File: src/hdl/dbtw_pkg.sv
`default_nettype none

package dbtw_pkg;

    // Store geometry
    localparam int MAX_WIDTH  = 512;
    localparam int MAX_HEIGHT = 512;
    localparam int DEPTH_BITS = 24;
    localparam int STORE_SIZE = MAX_WIDTH * MAX_HEIGHT;
    localparam int ADDR_W     = $clog2(STORE_SIZE);
    localparam int XW         = (MAX_WIDTH > 1) ? $clog2(MAX_WIDTH) : 1;
    localparam int YW         = (MAX_HEIGHT > 1) ? $clog2(MAX_HEIGHT) : 1;
    localparam int EW         = $clog2(MAX_WIDTH + 1);
    localparam int EH         = $clog2(MAX_HEIGHT + 1);

    // Field widths
    localparam int CFG_W      = 10;
    localparam int COORD_W    = 16;
    localparam int CMD_W      = 2;
    localparam int IN_TDATA_W = 56;
    localparam int OUT_TDATA_W = 32;

    localparam logic [DEPTH_BITS-1:0] INFINITY = '1;

    // Register indexes
    localparam logic REG_ACTIVE_WIDTH  = 1'b0;
    localparam logic REG_ACTIVE_HEIGHT = 1'b1;

    typedef enum logic [CMD_W-1:0] {
        CMD_TEST  = 2'd0,
        CMD_READ  = 2'd1,
        CMD_WRITE = 2'd2,
        CMD_CLEAR = 2'd3
    } cmd_t;

    // Coordinate check and store address for one word
    typedef struct packed {
        logic              in_range;
        logic [ADDR_W-1:0] addr;
    } addr_info_t;

endpackage

`default_nettype wire

File: src/hdl/dbtw_addr.sv
`default_nettype none

module dbtw_addr (
    input  wire logic        [dbtw_pkg::CFG_W-1:0]   active_width,
    input  wire logic        [dbtw_pkg::CFG_W-1:0]   active_height,
    input  wire logic signed [dbtw_pkg::COORD_W-1:0] pos_x,
    input  wire logic signed [dbtw_pkg::COORD_W-1:0] pos_y,
    output dbtw_pkg::addr_info_t                     info
);

    import dbtw_pkg::*;

    localparam int PW = EW + YW;

    logic [EW-1:0] eff_w;
    logic [EH-1:0] eff_h;
    logic          x_neg, y_neg, x_ge, y_ge;
    logic [XW-1:0] cx;
    logic [YW-1:0] cy;
    logic [PW-1:0] prod;

    // Zero acts as one, above the maximum acts as the maximum
    always_comb begin
        if (active_width == '0) begin
            eff_w = EW'(1);
        end else if (32'(active_width) > MAX_WIDTH) begin
            eff_w = EW'(MAX_WIDTH);
        end else begin
            eff_w = EW'(active_width);
        end
        if (active_height == '0) begin
            eff_h = EH'(1);
        end else if (32'(active_height) > MAX_HEIGHT) begin
            eff_h = EH'(MAX_HEIGHT);
        end else begin
            eff_h = EH'(active_height);
        end
    end

    // Range checks
    assign x_neg = pos_x[COORD_W-1];
    assign y_neg = pos_y[COORD_W-1];
    assign x_ge  = 32'(pos_x[COORD_W-2:0]) >= 32'(eff_w);
    assign y_ge  = 32'(pos_y[COORD_W-2:0]) >= 32'(eff_h);

    // Clamp to the edges; identity when in range
    always_comb begin
        if (x_neg) begin
            cx = '0;
        end else if (x_ge) begin
            cx = XW'(eff_w - 1'b1);
        end else begin
            cx = XW'(pos_x[COORD_W-2:0]);
        end
        if (y_neg) begin
            cy = '0;
        end else if (y_ge) begin
            cy = YW'(eff_h - 1'b1);
        end else begin
            cy = YW'(pos_y[COORD_W-2:0]);
        end
    end

    // Row-major address with the active width as stride
    assign prod          = PW'(eff_w) * PW'(cy);
    assign info.addr     = ADDR_W'(prod + PW'(cx));
    assign info.in_range = !x_neg && !x_ge && !y_neg && !y_ge;

endmodule

`default_nettype wire

File: config.mk
export PLATFORM = sky130hd
export DESIGN_NAME = dbtw_addr
export DESIGN_NICKNAME = d
export VERILOG_FILES = /design/src/hdl/dbtw_pkg.sv /design/src/hdl/dbtw_addr.sv
export SDC_FILE = /design/constraint.sdc
export NUM_CORES = 1
export LEC_CHECK = 0
export BUFFER_PORTS_ARGS = -buffer_cell sky130_fd_sc_hd__buf_2
export CORE_MARGIN = 5
export CORE_UTILIZATION = 55
export DETAILED_ROUTE_END_ITERATION = 10
export PLACE_DENSITY = 0.81
export SYNTH_ARGS = -nofsm -noshare
export SYNTH_HDL_FRONTEND = slang
export SYNTH_SLANG_ARGS = --single-unit
File: constraint.sdc
create_clock -name vclk -period 7.15
set_input_delay 0.3575 -clock vclk [all_inputs]
set_output_delay 0.3575 -clock vclk [all_outputs]
set_load 0.01 [all_outputs]
==> results_dict.tcl <==
set metrics [dict create \
    status "finished, violations left" \
    violations "negative setup slack" \
    synth_fp_nets 729 \
    clock_buffers 0 \
    fmax_mhz 133 \
    synth.avg_cell_area_sq_um 8.03 \
    min_period_ns 7.53 \
    ys_seq_area_frac 0 \
    crit_path_max_fanout 5 \
    ys_top_cells_by_count "75 x inv_1, 74 x ha_1, 64 x nor2_1, 61 x fa_1, 44 x nand2_1" \
    hold_violations 0 \
    gr-total-overflow 0 \
    worst_pin_slew_ns 0.686 \
    initial_core_util 0.563 \
    finalWorstSetupSlack_ns -0.375 \
    core_area_sq_um 7730 \
    power_mw 0.769 \
    crit_slowest_cell "fa_1" \
    yosysMostFrequentCell "inv_1" \
    drcViolationCount 0 \
    syn_area_sq_um 4350 \
    yosys_warnings 0 \
    fin_crit_sh 1.05 \
    start_kind "input port" \
    holdWs_ns 1.09 \
    io_buffers 71 \
    firstDrtPassIters 5 \
    rsz0062_at_grt "yes" \
    end_kind "output pin" \
    ir_drop_v 0.000161 \
    synthCells 542 \
    seq_area_sq_um 0 \
    hpwlAfterDp_mm 10.8 \
    dieArea_sq_um 9790 \
    fillCellCount 511 \
    drive_above_1_share 0.362 \
    powerDensity_nw_per_um2 129 \
    place_congestion 0.981 \
    holdBufCountCts 0 \
    first_global_vias 4697 \
    io_pins 71 \
    setup_violations 9 \
    synth_top_cells_by_area "fa_1 28%, ha_1 21%, inv_1 6.5%" \
    cpPeakStageDelay_ns 0.56 \
    maxSlewViolCount 0 \
    die_w_um 99.0 \
    detail-route-antenna-nets 0 \
    grt_pass1_wl_mm 22.9 \
    viasPerCell 5.90 \
    rows 32 \
    grt_antenna_before_repair 0 \
    routedWlPerCell_um 18.6 \
    synthToLayoutAreaGrowth_pct 37.1 \
    drt_iter0_markers 268 \
    grt_max_degree 32 \
    layout.nets 875 \
    vias 4647 \
    p_leak_nw 3.06 \
    max_cap_violations 0 \
    relSlewSlack 0.542 \
    crit_required_ns 6.79 \
    die_h_um 99.0 \
    track_usage 0.284 \
    yosysUniqueCellTypes 52 \
    design.seq.count 0 \
    critPathArrivalTime_ns 7.17 \
    crit_type "input port to output pin" \
    dpl_cell_area_sq_um 5270 \
    yosysTopAreaCellShare 0.281 \
    synth_top_area_cell "fa_1" \
    routed_wl_mm 14.6 \
    n_antenna_cell 0 \
    hp-class "input port to output pin" \
    stdcell_area_sq_um 5970 \
]
worst max-delay path, delay by kind of cell:
| family | cells | cell delay (ns) |
|---|---|---|
| adder cells (fa/ha/maj) | 7 | 3.02 |
| AO/OA/AOI/OAI | 8 | 1.41 |
| AND/OR/NAND/NOR | 6 | 1.06 |
| XOR/XNOR | 1 | 0.14 |
| buffers and inverters | 10 | 0.96 |
| multiplexers | 1 | 0.19 |
cells in the final DEF, fill, tap and decap left out, types with 4 or more instances in the layout:
cell type | synthesis | routed
nor3_1 | 27 | 25
ha_4 | 0 | 14
inv_1 | 75 | 60
inv_2 | 1 | 15
a21o_1 | 9 | 9
nand2_1 | 44 | 41
nor2_2 | 0 | 6
ha_1 | 74 | 60
nor2_4 | 0 | 4
a211oi_1 | 6 | 5
xnor2_1 | 22 | 22
buf_4 | 0 | 77
a21oi_2 | 0 | 5
buf_6 | 2 | 14
clkinv_1 | 4 | 4
fa_2 | 0 | 4
nand2b_1 | 5 | 5
nor2_1 | 64 | 54
nand4_1 | 4 | 4
a21oi_1 | 14 | 8
buf_2 | 2 | 67
o21ai_0 | 19 | 14
or3_1 | 12 | 11
xor2_1 | 7 | 7
nor4_1 | 6 | 6
fa_1 | 61 | 57
o211ai_1 | 6 | 6
nor2b_1 | 13 | 10
routing by layer:
layer,vias up,GRT usage,part of all wire
li1,2101,-,-
met1,2218,0.364,0.39
met2,268,0.508,0.50
met3,60,0.0241,0.074
met4,0,0.0788,0.035
met5,-,0,0
per-stage QoR:
stage	setup TNS (ns)	cells	setup WS [ns]	util
3_5_place_dp	-3.33	763	-0.557	0.682
2_1_floorplan	0	542	0.0141	-
6_report	-2.15	788	-0.375	0.772
4_1_cts	-0.458	782	-0.155	0.746
3_3_place_gp	-2.01	763	-0.431	0.682
5_1_grt	-4.11	788	-0.570	0.772
area by class of cell:
class                           count  area [sq um]  area share
Inverter                           80           304      0.0509
Multi-Input combinational cell    446          4430       0.742
Tap cell                          102           128      0.0214
Timing Repair Buffer              160          1110       0.186
timing repair:
| item | CTS | global route |
|---|---|---|
| cloned | 1 | 0 |
| pin swaps | 57 | 27 |
| setup buffers | 18 | 7 |
| setup endpoints to repair | 10 | 10 |
| gates resized for setup | 71 | 39 |
cell families after synthesis:
logic type	after synthesis	share of synthesized area
and+or+nand+nor	198	0.221
adders and majority gates	135	0.493
buffers and inverters	96	0.0868
AOI/OAI and AO/OA	75	0.118
xor gates and xnor gates	29	0.0584
muxes	9	0.0216
final timing paths:
check	startpoint	end	slack [ns]	depth (start not counted)
worst max-delay path	active_height[4]	info[13]	-0.38	33
worst min-delay path	pos_x[15]	info[18]	1.09	3
power by group:
| group | internal (mW) | switching (mW) |
|---|---|---|
| sequential | 0 | 0 |
| combinational | 0.364 | 0.404 |
| clock | 0 | 0 |
| total | 0.364 | 0.404 |
Power figures use the tool's default switching activity.
